<file path="src/rtl/core/bpm_pkg.sv">
`timescale 1ns / 1ps

package bpm_pkg;

    localparam int NUM_ENTRIES_DEF = 32;
    localparam int ADDR_WIDTH_DEF  = 32;

    localparam int MODE_W    = 2;
    localparam int IN_ADDR_W = 32;
    localparam int SLOT_W    = 5;
    localparam int HIT_W     = 32;

    localparam logic [HIT_W-1:0] HIT_MAX = '1;

    localparam int QUEUE_DEPTH = 2;
    localparam int CMD_W_DEF   = MODE_W + IN_ADDR_W + SLOT_W + 1;

    typedef enum logic [MODE_W-1:0] {
        MODE_SET   = 2'd0,
        MODE_FREE  = 2'd1,
        MODE_CHECK = 2'd2,
        MODE_READ  = 2'd3
    } t_mode;

endpackage

</file>
<file path="src/rtl/core/bpm_front.sv">
`timescale 1ns / 1ps

module bpm_front
    import bpm_pkg::*;
#(
    parameter int NUM_ENTRIES = NUM_ENTRIES_DEF,
    parameter int ADDR_WIDTH  = ADDR_WIDTH_DEF,
    localparam int KEY_W = (ADDR_WIDTH < IN_ADDR_W) ? ADDR_WIDTH : IN_ADDR_W,
    localparam int CMD_W = MODE_W + KEY_W + SLOT_W + 1
) (
    input  logic                 i_clk,
    input  logic                 i_rst_n,
    input  logic                 i_valid,
    output logic                 o_stall,
    input  logic [MODE_W-1:0]    i_mode,
    input  logic [IN_ADDR_W-1:0] i_target_address,
    input  logic [SLOT_W-1:0]    i_slot_number,
    output logic                 o_push,
    output logic [CMD_W-1:0]     o_cmd,
    input  logic                 i_full
);

    logic             r_valid;
    logic             n_valid;
    logic [CMD_W-1:0] r_cmd;
    logic [CMD_W-1:0] n_cmd;
    logic             accept;
    logic             slot_ok;
    t_mode            mode;
    logic [KEY_W-1:0] key;

    assign o_stall = r_valid & i_full;
    assign accept  = i_valid & ~o_stall;
    assign o_push  = r_valid & ~i_full;
    assign o_cmd   = r_cmd;

    // classify: decode mode, trim address, range-check the slot
    always_comb begin
        mode    = t_mode'(i_mode);
        key     = KEY_W'(i_target_address);
        slot_ok = (32'(i_slot_number) < 32'(NUM_ENTRIES));
        n_cmd   = {mode, key, i_slot_number, slot_ok};
    end

    always_comb begin
        n_valid = r_valid;
        if (accept) begin
            n_valid = 1'b1;
        end else if (o_push) begin
            n_valid = 1'b0;
        end
    end

    always_ff @(posedge i_clk) begin
        if (!i_rst_n) begin
            r_valid <= 1'b0;
        end else begin
            r_valid <= n_valid;
        end
    end

    always_ff @(posedge i_clk) begin
        if (accept) begin
            r_cmd <= n_cmd;
        end
    end

endmodule

</file>
<file path="config.mk">
export PLATFORM = sky130hd
export DESIGN_NAME = bpm_front
export DESIGN_NICKNAME = d
export VERILOG_FILES = /design/src/rtl/core/bpm_pkg.sv /design/src/rtl/core/bpm_front.sv
export SDC_FILE = /design/constraint.sdc
export NUM_CORES = 1
export LEC_CHECK = 0
export ABC_CLOCK_PERIOD_IN_PS = 3700
export CAP_MARGIN = 10
export CORE_MARGIN = 2
export CORE_UTILIZATION = 25
export CTS_CLUSTER_SIZE = 12
export DETAILED_ROUTE_END_ITERATION = 8
export DONT_BUFFER_PORTS = 1
export PLACE_DENSITY = 0.43
export SLEW_MARGIN = 20
export SYNTH_ARGS = -nofsm -noshare
export SYNTH_HDL_FRONTEND = slang
export SYNTH_SLANG_ARGS = --single-unit
</file>
<file path="constraint.sdc">
create_clock -name i_clk -period 3.7 [get_ports i_clk]
set_input_delay 0.37 -clock i_clk [delete_from_list [all_inputs] [get_ports i_clk]]
set_output_delay 0.37 -clock i_clk [all_outputs]
set_load 0.02 [all_outputs]
</file>
==> flow_summary.ini <==
[status]
status = finished clean

[clock_tree]
cts_buffers = 5
cts_resized = 0
clockRootBuffer = clkbuf_8
ctsHoldBuffers = 0
cts_sinks = 40
clockBufferDepth = 2
worstSkewPairLatency_ns = 0.28
cts_tree = yes
cts_setup_buffers = 0
cts_htree_levels = 2
clk_pin_slew_ns = 0.07

[yosys]
synth_most_common_cell = edfxtp_1
yosysTopAreaCell = edfxtp_1
synth_xor_area_share_pct = 0
synth_area_um2 = 1230
postSynthAreaPerCell_um2 = 26.8
synth_top_cells_by_area = edfxtp_1 95%, dfxtp_1 1.6%, and2_4 0.71%
seq_area_frac_synth_pct = 96.6
synth_edf_count = 39
synth-simple-area-share_pct = 1.83
synth_ff_type = edfxtp_1
synth_top_family_by_area = simple AND/OR/NAND/NOR gates
ys_seq_elements = 40
synth_top_cell_area_share_pct = 95.0
synthMuxAreaShare_pct = 0
yosysWarnings = 0
synth_compound_area_share_pct = 0.609
ys_async_sr_fraction_pct = 0
synthAdderAreaFrac_pct = 0
synth_cell_types = 8
postSynthCellCount = 46
synthesis.nets = 89

[floorplanning]
coreArea_um2 = 4720
rows = 25
die_h_um = 74.2
start_util_pct = 26.1
dieArea_um2 = 5510
pin_count = 85
die_x_um = 74.2

[cells_and_area]
nFillCells = 456
final_area_um2 = 1450
area_growth_pct = 17.8
drive_above_1_share_pct = 18.5
multiInputGateArea_um2 = 41.3
diodes = 0
fin_nets = 96
seq_area_um2 = 1190

[timing]
fin_crit_sh_pct = 39.3
timing.hold.ws_ns = 0.179
max_slew.worst_pin.slew_ns = 0.510
max_freq_mhz = 688
fin_skew_ns = 0.00538
tns_ns = 0
rsz0062_at_grt = false
period_needed_ns = 1.45
maxSlewHeadroom_pct = 65.9
setup-violations-final = 0
finalHoldViolations = 0
final-max-slew-violation-count = 0

[power_and_ir_drop]
internal_power_uw = 737
p_sw_share_pct = 20.5
power_uw = 928
combinationalPowerShare_pct = 2.2
peakVddDrop_v = 0.000129
netSwitchingPower_uw = 191
powerDensity_nw_per_um2 = 639
pwr-share-clk_pct = 36.3
leakagePower_uw = 0.000477
pwr-share-seq_pct = 61.6

[worst_setup_path]
rrSetupSlack_ns = 2.25
crit_path_start = r_valid
r2r.worst_path.cells = 3
cp_slowest_stage_delay_ns = 0.43
path_buf_inv = 1
worstPathCellList = and2_4 -> nor2b_4 -> buf_16
crit_family = simple AND/OR/NAND/NOR gates
r2r-start = r_valid
cp_data_required_time_ns = 3.69
arrival_ns = 1.44
worst_r2r_endpoint = o_cmd[4]
critPathKind = register to register
crit_fanout = 24
slowest_stage = nor2b_4
startpoint_type = register
cp-end-kind = register

[worst_hold_path]
hold_path_class = input pin to register
holdCritStartpoint = i_target_address[19]
hold_end = o_cmd[25]
holdPathStages = 0

[routing]
drc_errors = 0
detail_route.iter0.violations = 2
dr_total_vias = 458
drt_first_pass_iters = 4
wl_per_cell_um = 14.8
postRouteAntennaNets = 0
wirelength_mm = 1.80
vias_per_cell = 3.79

[run]
max-cap-violations = 0

[global_routing]
grt_pass1_vias = 374
grt_usage_pct = 6.06
antenna_found_initial = 0
grt_max_degree = 40
grt_overflow = 0
grt_pass1_wl_mm = 2.16

[placement]
gp_congestion = 0.570
port_buffers = 0
placed_area_um2 = 1320
placed cells by master, fill, tap and decap left out:
cell,n
and2_4,1
and2b_1,1
buf_16,1
bufinv_16,1
clkbuf_1,1
clkbuf_8,5
clkinv_2,1
conb_1,1
dfxtp_1,1
edfxtp_1,39
nor2b_4,1
o21a_1,1
sequential cells by signal (all words and copies together), names as in the netlist:
register	cells
r_valid	1
o_cmd	39
routing by layer:
metal / wire length, um / vias up / track usage (%)
met2: 755 / 61 / 7.74
met4: 34 / 0 / 4.76
met1: 761 / 205 / 6.13
met5: 0 / - / 0
li1: - / 188 / -
met3: 243 / 4 / 5.42
per-stage QoR:
step                      instances  setup slack (ns)  utilization [%]
after CTS                       120              1.98             30.1
after global routing            121              2.16             30.7
after floorplan                  46             0.944                -
after global placement          112              1.93             27.9
final                           121              2.25             30.7
after detailed placement        112              1.91             27.9
cell families (layout without fill, tap and decap cells):
family	after synthesis	count (layout)
DFF	40	40
buffers and inverters	1	9
and+or+nand+nor	3	3
other	1	1
AOI/OAI and AO/OA	1	1
cell type report:
class	count	area share [%]
flip-flops and latches	40	82.1
repair buffers	1	1.90
multi-input cells	5	2.84
clock inverters	2	2.41
clock buffers	6	5.00
well taps	67	5.78
power by group through the flow:
stage / Clock [uW] / Combinational [uW] / Sequential [uW]
after CTS: 351 / 16.2 / 572
final: 337 / 20.1 / 571
after global placement: 0 / 15.8 / 582
after floorplan: 0 / 12.9 / 580
after global routing: 367 / 22.2 / 574
after detailed placement: 0 / 16.1 / 582
how the worst max path moves through the flow:
stage | slack, ns | cells after the start | end
final | 2.25 | 3 | o_cmd[4]
after global routing | 2.16 | 3 | o_cmd[4]
after CTS | 1.98 | 2 | o_cmd[28]
after detailed placement | 1.91 | 2 | o_cmd[28]
after global placement | 1.93 | 2 | o_cmd[28]
after floorplan | 0.94 | 2 | o_cmd[10]
Power figures use the tool's default switching activity.
