$ cat src/rtl/core/bpm_pkg.sv
`timescale 1ns / 1ps

package bpm_pkg;

    localparam int NUM_ENTRIES_DEF = 32;
    localparam int ADDR_WIDTH_DEF  = 32;

    localparam int MODE_W    = 2;
    localparam int IN_ADDR_W = 32;
    localparam int SLOT_W    = 5;
    localparam int HIT_W     = 32;

    localparam logic [HIT_W-1:0] HIT_MAX = '1;

    localparam int QUEUE_DEPTH = 2;
    localparam int CMD_W_DEF   = MODE_W + IN_ADDR_W + SLOT_W + 1;

    typedef enum logic [MODE_W-1:0] {
        MODE_SET   = 2'd0,
        MODE_FREE  = 2'd1,
        MODE_CHECK = 2'd2,
        MODE_READ  = 2'd3
    } t_mode;

endpackage

$ cat src/rtl/core/bpm_queue.sv
`timescale 1ns / 1ps

module bpm_queue
    import bpm_pkg::*;
#(
    parameter int WIDTH = CMD_W_DEF,
    parameter int DEPTH = QUEUE_DEPTH,
    localparam int PTR_W = (DEPTH > 1) ? $clog2(DEPTH) : 1,
    localparam int CNT_W = $clog2(DEPTH + 1)
) (
    input  logic             i_clk,
    input  logic             i_rst_n,
    input  logic             i_push,
    input  logic [WIDTH-1:0] i_data,
    output logic             o_full,
    input  logic             i_pop,
    output logic [WIDTH-1:0] o_data,
    output logic             o_empty
);

    logic [WIDTH-1:0] r_mem [DEPTH];
    logic [PTR_W-1:0] r_wr;
    logic [PTR_W-1:0] r_rd;
    logic [CNT_W-1:0] r_cnt;
    logic             do_push;
    logic             do_pop;

    assign o_full  = (r_cnt == CNT_W'(DEPTH));
    assign o_empty = (r_cnt == '0);
    assign o_data  = r_mem[r_rd];
    assign do_push = i_push & ~o_full;
    assign do_pop  = i_pop & ~o_empty;

    function automatic logic [PTR_W-1:0] next_ptr(input logic [PTR_W-1:0] p);
        if (p == PTR_W'(DEPTH - 1)) begin
            return '0;
        end
        return p + 1'b1;
    endfunction

    always_ff @(posedge i_clk) begin
        if (!i_rst_n) begin
            r_wr  <= '0;
            r_rd  <= '0;
            r_cnt <= '0;
        end else begin
            if (do_push) begin
                r_wr <= next_ptr(r_wr);
            end
            if (do_pop) begin
                r_rd <= next_ptr(r_rd);
            end
            if (do_push && !do_pop) begin
                r_cnt <= r_cnt + 1'b1;
            end else if (do_pop && !do_push) begin
                r_cnt <= r_cnt - 1'b1;
            end
        end
    end

    always_ff @(posedge i_clk) begin
        if (do_push) begin
            r_mem[r_wr] <= i_data;
        end
    end

endmodule

$ cat config.mk
export PLATFORM = sky130hd
export DESIGN_NAME = bpm_queue
export DESIGN_NICKNAME = d
export VERILOG_FILES = /design/src/rtl/core/bpm_pkg.sv /design/src/rtl/core/bpm_queue.sv
export SDC_FILE = /design/constraint.sdc
export NUM_CORES = 1
export LEC_CHECK = 0
export BUFFER_PORTS_ARGS = -buffer_cell sky130_fd_sc_hd__buf_4
export CORE_ASPECT_RATIO = 0.9
export CORE_MARGIN = 5
export CORE_UTILIZATION = 51
export CTS_CLUSTER_DIAMETER = 40
export CTS_CLUSTER_SIZE = 30
export DETAILED_ROUTE_END_ITERATION = 10
export HOLD_SLACK_MARGIN = 0.02
export PLACE_DENSITY = 0.78
export SLEW_MARGIN = 20
export SYNTH_ARGS = -nofsm -noshare
export SYNTH_HDL_FRONTEND = slang
export SYNTH_SLANG_ARGS = --single-unit
export TNS_END_PERCENT = 50
$ cat constraint.sdc
create_clock -name i_clk -period 3.6 [get_ports i_clk]
set_input_delay 0.36 -clock i_clk [delete_from_list [all_inputs] [get_ports i_clk]]
set_output_delay 0.36 -clock i_clk [all_outputs]
set_load 0.005 [all_outputs]
==> reports/metrics.yaml, run 1 <==
run_status:
  status: "finished clean"
timing:
  rsz0062_at_grt: "no"
  maxSlewViolCount: 0
  hold_viol_final: 0
  hold_ws_ns: 0.1965
  finalSetupTns_ns: 0
  finalClockSkew_ns: 0.008507
  layout_min_cycle_time_ns: 2.246
  maxSlewHeadroom: 0.3584
  timing.fmax_ghz: 0.4453
  finalSetupViolCount: 0
  worst_pin_slew_ns: 0.9624
  period_share: 0.6239
synthesis:
  async_reset_ff_frac: 0
  synthCells: 149
  yosysSeqAreaShare: 0.8055
  syn_area_um2: 3107
  yosysMostFrequentCell: "edfxtp_1"
  syn_avg_cell_area_um2: 20.85
  synthTopCellsByArea: "edfxtp_1, mux2_2, dfxtp_1, buf_2, and2_1"
  synth-edff-count: 80
  yosysWarnings: 0
  synth_fp_nets: 194
  synth_top_cell_by_area: "edfxtp_1"
  synth_top_area_frac: 0.7733
  ys_top_cells_by_count: "edfxtp_1, mux2_2, dfxtp_1"
  ys.flop_type: "edfxtp_1"
  synth.distinct_cells: 20
  ys_seq_elements: 85
clocking:
  cts_hold_buf: 0
  post_cts_buffers: 0
  clkLatencyLatePin_ns: 0.34
  cts_sinks: 85
  root_buffer: "clkbuf_8"
  clk_pin_slew_ns: 0.08
  cts_tree: "yes"
  cts_buffers: 9
  cts_resized: 0
  cts_buffer_depth: 2
  h-tree-depth: 3
floorplanning:
  num_rows: 27
  start_util: 0.5166
  core_area_um2: 6013
  ios: 86
  die_area_um2: 7755
  die_w_um: 92.27
  die_y_um: 84.05
placed_design:
  gp_congestion: 0.6925
  io_buffers: 85
  dp.cells: 304
  dp_hpwl_um: 3566
critical_path:
  worstPathMaxFanout: 40
  arrival_ns: 1.89
  crit_buf_inv: 1
  cp.required_ns: 3.24
  slowest_stage: "dfxtp_2"
  path_cells: "mux2_2 > buf_4"
  cpPeakStageDelay_ns: 0.95
  crit_family: "flip-flops"
  end_kind: "primary output"
  worst_setup_path_start_kind: "flip-flop"
  crit_type: "flip-flop to primary output"
routing:
  first_iter_violations: 42
  vias_per_cell: 5.122
  postRouteAntennaNets: 0
  first_pass_iters: 4
  wl_per_cell_um: 16.84
  drcViolationCount: 0
  num_vias: 1634
  wirelength_um: 5372
layout:
  stdcell_count: 319
  regArea_um2: 2504
  fillCellCount: 441
  nNetsFinal: 288
  final_util: 0.6675
  syn2layout_area_growth_pct: 29.20
  final_layout_size_suffix_gt1_frac: 0.5789
  multi_input_area_um2: 584.3
  diodes: 0
run:
  cap_violations: 0
global_routing:
  grt_max_degree: 41
  antenna_found_initial: 0
  grt_pass1_wl_um: 8562
  overflow: 0
  grt_usage: 0.1470
  grt_pass1_vias: 1745
pwr:
  power.density_nw_per_um2: 651.8
  p_total_mw: 2.616
  peakVddDrop_mv: 0.3603
  leakage_nw: 1.505
min_path:
  hold_class: "primary input to flip-flop"
## kinds of logic (layout without fill, tap and decap cells)
group	Yosys count	in the layout	synth area share
XOR/XNOR	3	3	0.008459
flip-flops	85	85	0.8055
AND/OR/NAND/NOR	9	9	0.01773
buffers and inverters	6	104	0.008858
multiplexers	40	40	0.1450
adder cells (fa/ha/maj)	1	1	0.004027
AO/OA/AOI/OAI	5	5	0.01047
## where the power goes
group | internal (mW) | total [mW] | switching [mW]
combinational | 0.412 | 0.661 | 0.249
sequential | 1.24 | 1.35 | 0.101
clock | 0.315 | 0.610 | 0.294
total | 1.97 | 2.62 | 0.645
## state kept, by name, summed over array words and instances, names as in the netlist, named ones only
name and flops:
r_mem 80, r_rd 1, r_wr 1, r_cnt 2
## area by class of cell
| type | count | share of cell area |
|---|---|---|
| Clock buffer | 12 | 0.03367 |
| Clock inverter | 3 | 0.009975 |
| Inverter | 2 | 0.001870 |
| Multi-Input combinational cell | 58 | 0.1456 |
| Sequential cell | 85 | 0.6238 |
| Tap cell | 72 | 0.02244 |
| Timing Repair Buffer | 87 | 0.1627 |
## placed cells by master, fill, tap and decap left out
cell,netlist,final
and2_1,3,3
nor2_1,2,2
a21boi_1,1,1
nor3_4,0,1
ha_1,1,1
o21ai_1,1,1
o21ai_0,1,1
clkinv_2,0,2
edfxtp_1,80,80
and3_2,0,1
or3_1,1,1
mux2_2,40,40
clkbuf_1,0,3
xor2_1,1,1
nand2b_1,1,1
clkbuf_8,0,9
buf_4,0,87
a21boi_0,1,1
dfxtp_1,5,4
o21a_1,1,1
inv_1,1,1
xnor2_1,2,2
bufinv_16,0,1
dfxtp_2,0,1
inv_2,1,1
## final timing paths
| kind | to | depth (start not counted) | start | slack, ns |
|---|---|---|---|---|
| max | o_data[31] | 2 | flip-flop | 1.35 |
| min | r_mem[0][26]$_DFFE_PP_ | 1 | i_data[26] | 0.20 |
| max reg2reg | r_mem[1][33]$_DFFE_PP_ | 2 | r_cnt[0]$_SDFFE_PN0P_ | 1.73 |
| min reg2reg | r_cnt[1]$_SDFFE_PN0P_ | 2 | r_cnt[1]$_SDFFE_PN0P_ | 0.54 |
## metrics by stage
step / instance area (um^2) / setup slack [ns]
CTS: 4014 / 1.282
floorplan: 3107 / 0.9873
finish: 4014 / 1.354
global route: 4014 / 1.207
detailed placement: 3839 / 1.676
global placement: 3839 / 1.666
## per-layer routing
layer | vias up | share of wire | GRT usage
li1 | 763 | - | -
met1 | 790 | 0.40 | 0.1718
met2 | 74 | 0.49 | 0.2414
met3 | 7 | 0.097 | 0.07214
met4 | 0 | 0.0095 | 0.04049
met5 | - | 0 | 0
Power figures use the tool's default switching activity.
==> run 2: changes to the inputs <==
clock period = 2.35 ns   (was 3.6 ns; I/O delays follow)
==> run 2 against run 1 <==
Clock skew rose by 0.0021 ns. Critical path type unchanged. Clock-buffer cell count down 3. Global-route usage increased by 0.57 points.
==> reports/metrics.yaml, run 2 (synthesis results as in run 1) <==
critical_path:
  cp.required_ns: 2.12
  crit_family: "flip-flops"
  arrival_ns: 1.52
  path_cells: "buf_12 > mux2_2 > buf_4"
  crit_type: "flip-flop to primary output"
  worst_setup_path_start_kind: "flip-flop"
  crit_buf_inv: 2
  worstPathMaxFanout: 36
  cpPeakStageDelay_ns: 0.41
  slowest_stage: "dfxtp_2"
  end_kind: "primary output"
timing:
  timing.fmax_ghz: 0.5712
  rsz0062_at_grt: "no"
  period_share: 0.7449
  maxSlewHeadroom: 0.6362
  finalClockSkew_ns: 0.01066
  worst_pin_slew_ns: 0.5457
  maxSlewViolCount: 0
  hold_viol_final: 0
  layout_min_cycle_time_ns: 1.751
  finalSetupViolCount: 0
  finalSetupTns_ns: 0
pwr:
  leakage_nw: 1.515
  internal-power_mw: 2.937
  power.density_nw_per_um2: 987.2
  p_total_mw: 3.978
  combPwrFrac: 0.285
  power_frac_seq: 0.497
  clkPwrFrac: 0.218
  p_switching_mw: 1.042
  peakVddDrop_mv: 0.6648
  p_sw_frac: 0.2619
layout:
  nNetsFinal: 290
  final_util: 0.6702
  final_common_cell: "buf_4"
  syn2layout_area_growth_pct: 29.72
  fillCellCount: 436
  largest_register_ffs: 80
  reg.largest.list: "r_mem (80), r_cnt (2)"
  diodes: 0
  layout_common_cells: "buf_4, edfxtp_1, mux2_2"
  regMostFlops: "r_mem"
  final_layout_size_suffix_gt1_frac: 0.5920
global_routing:
  overflow: 0
  grt_usage: 0.1527
  grt_pass1_vias: 1855
  grt_max_degree: 41
  grt_use_met1: 0.1819
  gr-max-usage-layer: "met2"
  grt_use_met3: 0.03156
  grt_pass1_wl_um: 8970
  grt_use_met2: 0.2606
  antenna_found_initial: 0
routing:
  num_vias: 1622
  first_pass_iters: 2
  postRouteAntennaNets: 0
  wl_per_cell_um: 17.34
  first_iter_violations: 63
  vias_per_cell: 5.037
  wirelength_um: 5584
  drcViolationCount: 0
run:
  cap_violations: 0
clocking:
  cts_hold_buf: 0
  cts_buffers: 9
  cts_resized: 0
  root_buffer: "clkbuf_8"
  clkLatencyLatePin_ns: 0.33
  clk_pin_slew_ns: 0.08
  post_cts_buffers: 0
  h-tree-depth: 3
  cts_buffer_depth: 2
  cts_sinks: 85
  cts_tree: "yes"
placed_design:
  gp_congestion: 0.7044
  io_buffers: 85
  dp_hpwl_um: 3753
floorplanning:
  die_w_um: 92.27
  num_rows: 27
  start_util: 0.5166
  die_y_um: 84.05
  die_area_um2: 7755
  ios: 86
  core_area_um2: 6013
run_status:
  status: "finished clean"
min_path:
  hold_class: "primary input to flip-flop"
run 2: layout make-up:
class,instances,area [um^2],share of cell area
Sequential cell,85,2504,0.6212
Timing Repair Buffer,89,680.7,0.1689
Multi-Input combinational cell,58,584.3,0.1450
Clock buffer,9,123.9,0.03074
Tap cell,72,90.09,0.02235
Clock inverter,7,40.04,0.009935
Inverter,2,7.507,0.001863
run 2: layer usage:
metal  vias to the layer above  routed length, um
li1                        768                  -
met1                       801               2422
met2                        48               2890
met3                         5                236
met4                         0                 35
met5                         -                  0
run 2: through the flow:
step,cells,hold WS [ns],instance area (um^2),setup slack (ns)
after global routing,322,0.05826,4030,0.5247
after global placement,306,0.4198,3866,0.7726
after CTS,322,0.05915,4030,0.5685
after detailed placement,306,0.4232,3866,0.7451
after floorplan,149,0.3339,3113,0.3493
final,322,0.07950,4030,0.5994
run 2: worst paths after layout:
path,startpoint,endpoint,slack [ns],depth (start not counted)
setup / recovery,flip-flop,o_data[29],0.60,3
setup reg to reg,r_cnt[0]$_SDFFE_PN0P_,r_mem[1][6]$_DFFE_PP_,0.73,3
hold / removal,i_data[38],r_mem[1][38]$_DFFE_PP_,0.08,1
hold reg to reg,r_cnt[1]$_SDFFE_PN0P_,r_cnt[1]$_SDFFE_PN0P_,0.54,2
run 2: power groups by stage:
| stage | clock (mW) | sequential [mW] | combinational [mW] |
|---|---|---|---|
| finish | 0.867 | 1.98 | 1.14 |
| global route | 0.964 | 2.00 | 1.23 |
| CTS | 0.892 | 1.98 | 1.16 |
| detailed placement | 0 | 2.01 | 1.16 |
| global placement | 0 | 2.00 | 1.14 |
| floorplan | 0 | 1.99 | 0.591 |
run 2: worst register-to-register path, delay by kind of cell, from the launching register on:
| family | cells | cell delay (ns) |
|---|---|---|
| buf+inv | 1 | 0.44 |
| flops | 1 | 0.41 |
| simple gates | 2 | 0.36 |
==> run 3: changes to the inputs <==
ABC_AREA = 1   (was default)
CORE_UTILIZATION = 46   (was 51)
PLACE_DENSITY = 0.74   (was 0.78)
clock period = 1.6 ns   (was 2.35 ns; I/O delays follow)
==> run 3 against run 2 <==
Clock skew fell by 0.0012 ns. Non-clock buffer count grew 43. Critical path type unchanged. Cell area is 14% higher. Global-route usage shrank 0.48 points. Wire length up 5.1%. Worst hold slack gained 0.0019 ns. Critical path depth did not move. First-iteration DRC count is 25% higher. Largest power group unchanged.
==> reports/metrics.yaml, run 3 <==
pwr:
  combPwrFrac: 0.280
  leakage_nw: 1.757
  power_frac_seq: 0.471
  p_switching_mw: 1.497
  clkPwrFrac: 0.250
  peakVddDrop_mv: 0.7299
  internal-power_mw: 4.687
  p_total_mw: 6.184
  power.density_nw_per_um2: 1345
  p_sw_frac: 0.2421
layout:
  fillCellCount: 431
  diodes: 0
  layout_common_cells: "buf_4, edfxtp_1, mux2_2, dlygate4sd3_1"
  stdcell_count: 396
  final_area_um2: 4598
  nNetsFinal: 346
  final_util: 0.6944
  final_layout_size_suffix_gt1_frac: 0.4804
  final_common_cell: "buf_4"
  multi_input_area_um2: 576.8
  syn2layout_area_growth_pct: 46.30
  regArea_um2: 2506
  reg.largest.list: "r_mem (80), r_cnt (2)"
  regMostFlops: "r_mem"
  largest_register_ffs: 80
floorplanning:
  num_rows: 28
  die_area_um2: 8588
  die_w_um: 97.13
  ios: 86
  core_area_um2: 6621
  die_y_um: 88.42
  start_util: 0.4747
synthesis:
  synth.distinct_cells: 13
  ys_top_cells_by_count: "edfxtp_1, mux2_2, nor2_1"
  ys.flop_type: "edfxtp_1"
  synth_fp_nets: 207
  syn_avg_cell_area_um2: 19.40
  synth_top_cell_by_area: "edfxtp_1"
  async_reset_ff_frac: 0
  synthCells: 162
  synthTopCellsByArea: "edfxtp_1, mux2_2, dfxtp_1, buf_6, nor2_1"
  yosysMostFrequentCell: "edfxtp_1"
  synth-edff-count: 80
  yosysWarnings: 0
  syn_area_um2: 3143
  synth_top_area_frac: 0.7643
  yosysSeqAreaShare: 0.7962
  ys_seq_elements: 85
placed_design:
  pre_cts_slack_ns: 0.1963
  dp.cells: 340
  gp_congestion: 0.8104
  dpl_cell_area_um2: 3993
  dp_hpwl_um: 3738
  io_buffers: 85
routing:
  first_pass_iters: 4
  wirelength_um: 5867
  first_iter_violations: 79
  wl_per_cell_um: 14.82
  drcViolationCount: 0
  postRouteAntennaNets: 0
  num_vias: 1850
  vias_per_cell: 4.672
critical_path:
  slowest_stage: "dfxtp_4"
  cp.required_ns: 1.44
  arrival_ns: 1.39
  crit_type: "flip-flop to primary output"
  cpPeakStageDelay_ns: 0.38
  worstPathMaxFanout: 20
  end_kind: "primary output"
  r2r_cells: 9
  path_cells: "buf_12 > mux2_2 > buf_4"
  worst_setup_path_start_kind: "flip-flop"
timing:
  finalSetupViolCount: 0
  finalClockSkew_ns: 0.009492
  finalSetupTns_ns: 0
  layout_min_cycle_time_ns: 1.545
  setup_ws_ns: 0.05493
  maxSlewHeadroom: 0.8754
  period_share: 0.9657
  maxSlewViolCount: 0
  worst_pin_slew_ns: 0.1866
  timing.fmax_ghz: 0.6472
  hold_ws_ns: 0.08140
  hold_viol_final: 0
global_routing:
  grt_max_degree: 22
  antenna_found_initial: 0
  grt_pass1_wl_um: 9694
  overflow: 0
  grt_pass1_vias: 2061
  grt_usage: 0.1480
clocking:
  cts_buffer_depth: 2
  clk_pin_slew_ns: 0.08
  cts_buffers: 9
  post_cts_buffers: 0
  root_buffer: "clkbuf_8"
  cts_sinks: 85
  h-tree-depth: 3
  cts_tree: "yes"
  clkLatencyLatePin_ns: 0.33
min_path:
  holdPathStages: 3
  hold_class: "primary input to flip-flop"
run:
  cap_violations: 0
run_status:
  status: "finished clean"
-- run 3: layout make-up --
class	instances	area share
Inverter	9	0.007347
Tap cell	90	0.02449
Sequential cell	85	0.5450
Timing Repair Buffer	132	0.2536
Clock inverter	2	0.01306
Multi-Input combinational cell	64	0.1254
Clock buffer	14	0.03102
-- run 3: power groups by stage --
stage / Sequential (mW) / Combinational (mW) / Clock [mW]
floorplan: 2.94 / 0.811 / 0
global placement: 2.94 / 1.64 / 0
detailed placement: 2.96 / 1.66 / 0
CTS: 2.91 / 1.75 / 1.57
global route: 2.94 / 1.88 / 1.68
finish: 2.91 / 1.73 / 1.54
-- run 3: what timing repair did --
action / in CTS / in global routing
setup endpoints to repair: 0 / 19
hold endpoints to repair: 80 / 0
hold buffers: 40 / 0
gates resized for setup: 0 / 1
-- run 3: cells by family after synthesis --
group                      count (synthesis)  synth area share
AOI/OAI and AO/OA                          4          0.007563
and+or+nand+nor                           19           0.02388
adders and majority gates                  1          0.003980
DFF                                       85            0.7962
buffers and inverters                     13           0.02508
muxes                                     40            0.1433
-- run 3: worst max-delay path, delay by kind of cell, from the launching register on --
family / cells / cell delay [ns]
flip-flops: 1 / 0.38
buffers and inverters: 2 / 0.30
multiplexers: 1 / 0.36
-- run 3: path summary, 6_finish.rpt --
kind                         start                    end  slack (ns)
min reg2reg      r_rd$_SDFFE_PN0P_      r_rd$_SDFFE_PN0P_        0.50
max                      flip-flop             o_data[30]        0.05
max reg2reg  r_cnt[0]$_SDFFE_PN0P_  r_cnt[1]$_SDFFE_PN0P_        0.17
min                        i_rst_n  r_cnt[1]$_SDFFE_PN0P_        0.08
-- run 3: routing by layer --
layer	GRT usage	wire, um	vias up
met5	0	0	-
met4	0.07143	97	0
met3	0.04807	450	9
met2	0.2607	2860	75
met1	0.1655	2458	880
li1	-	-	886
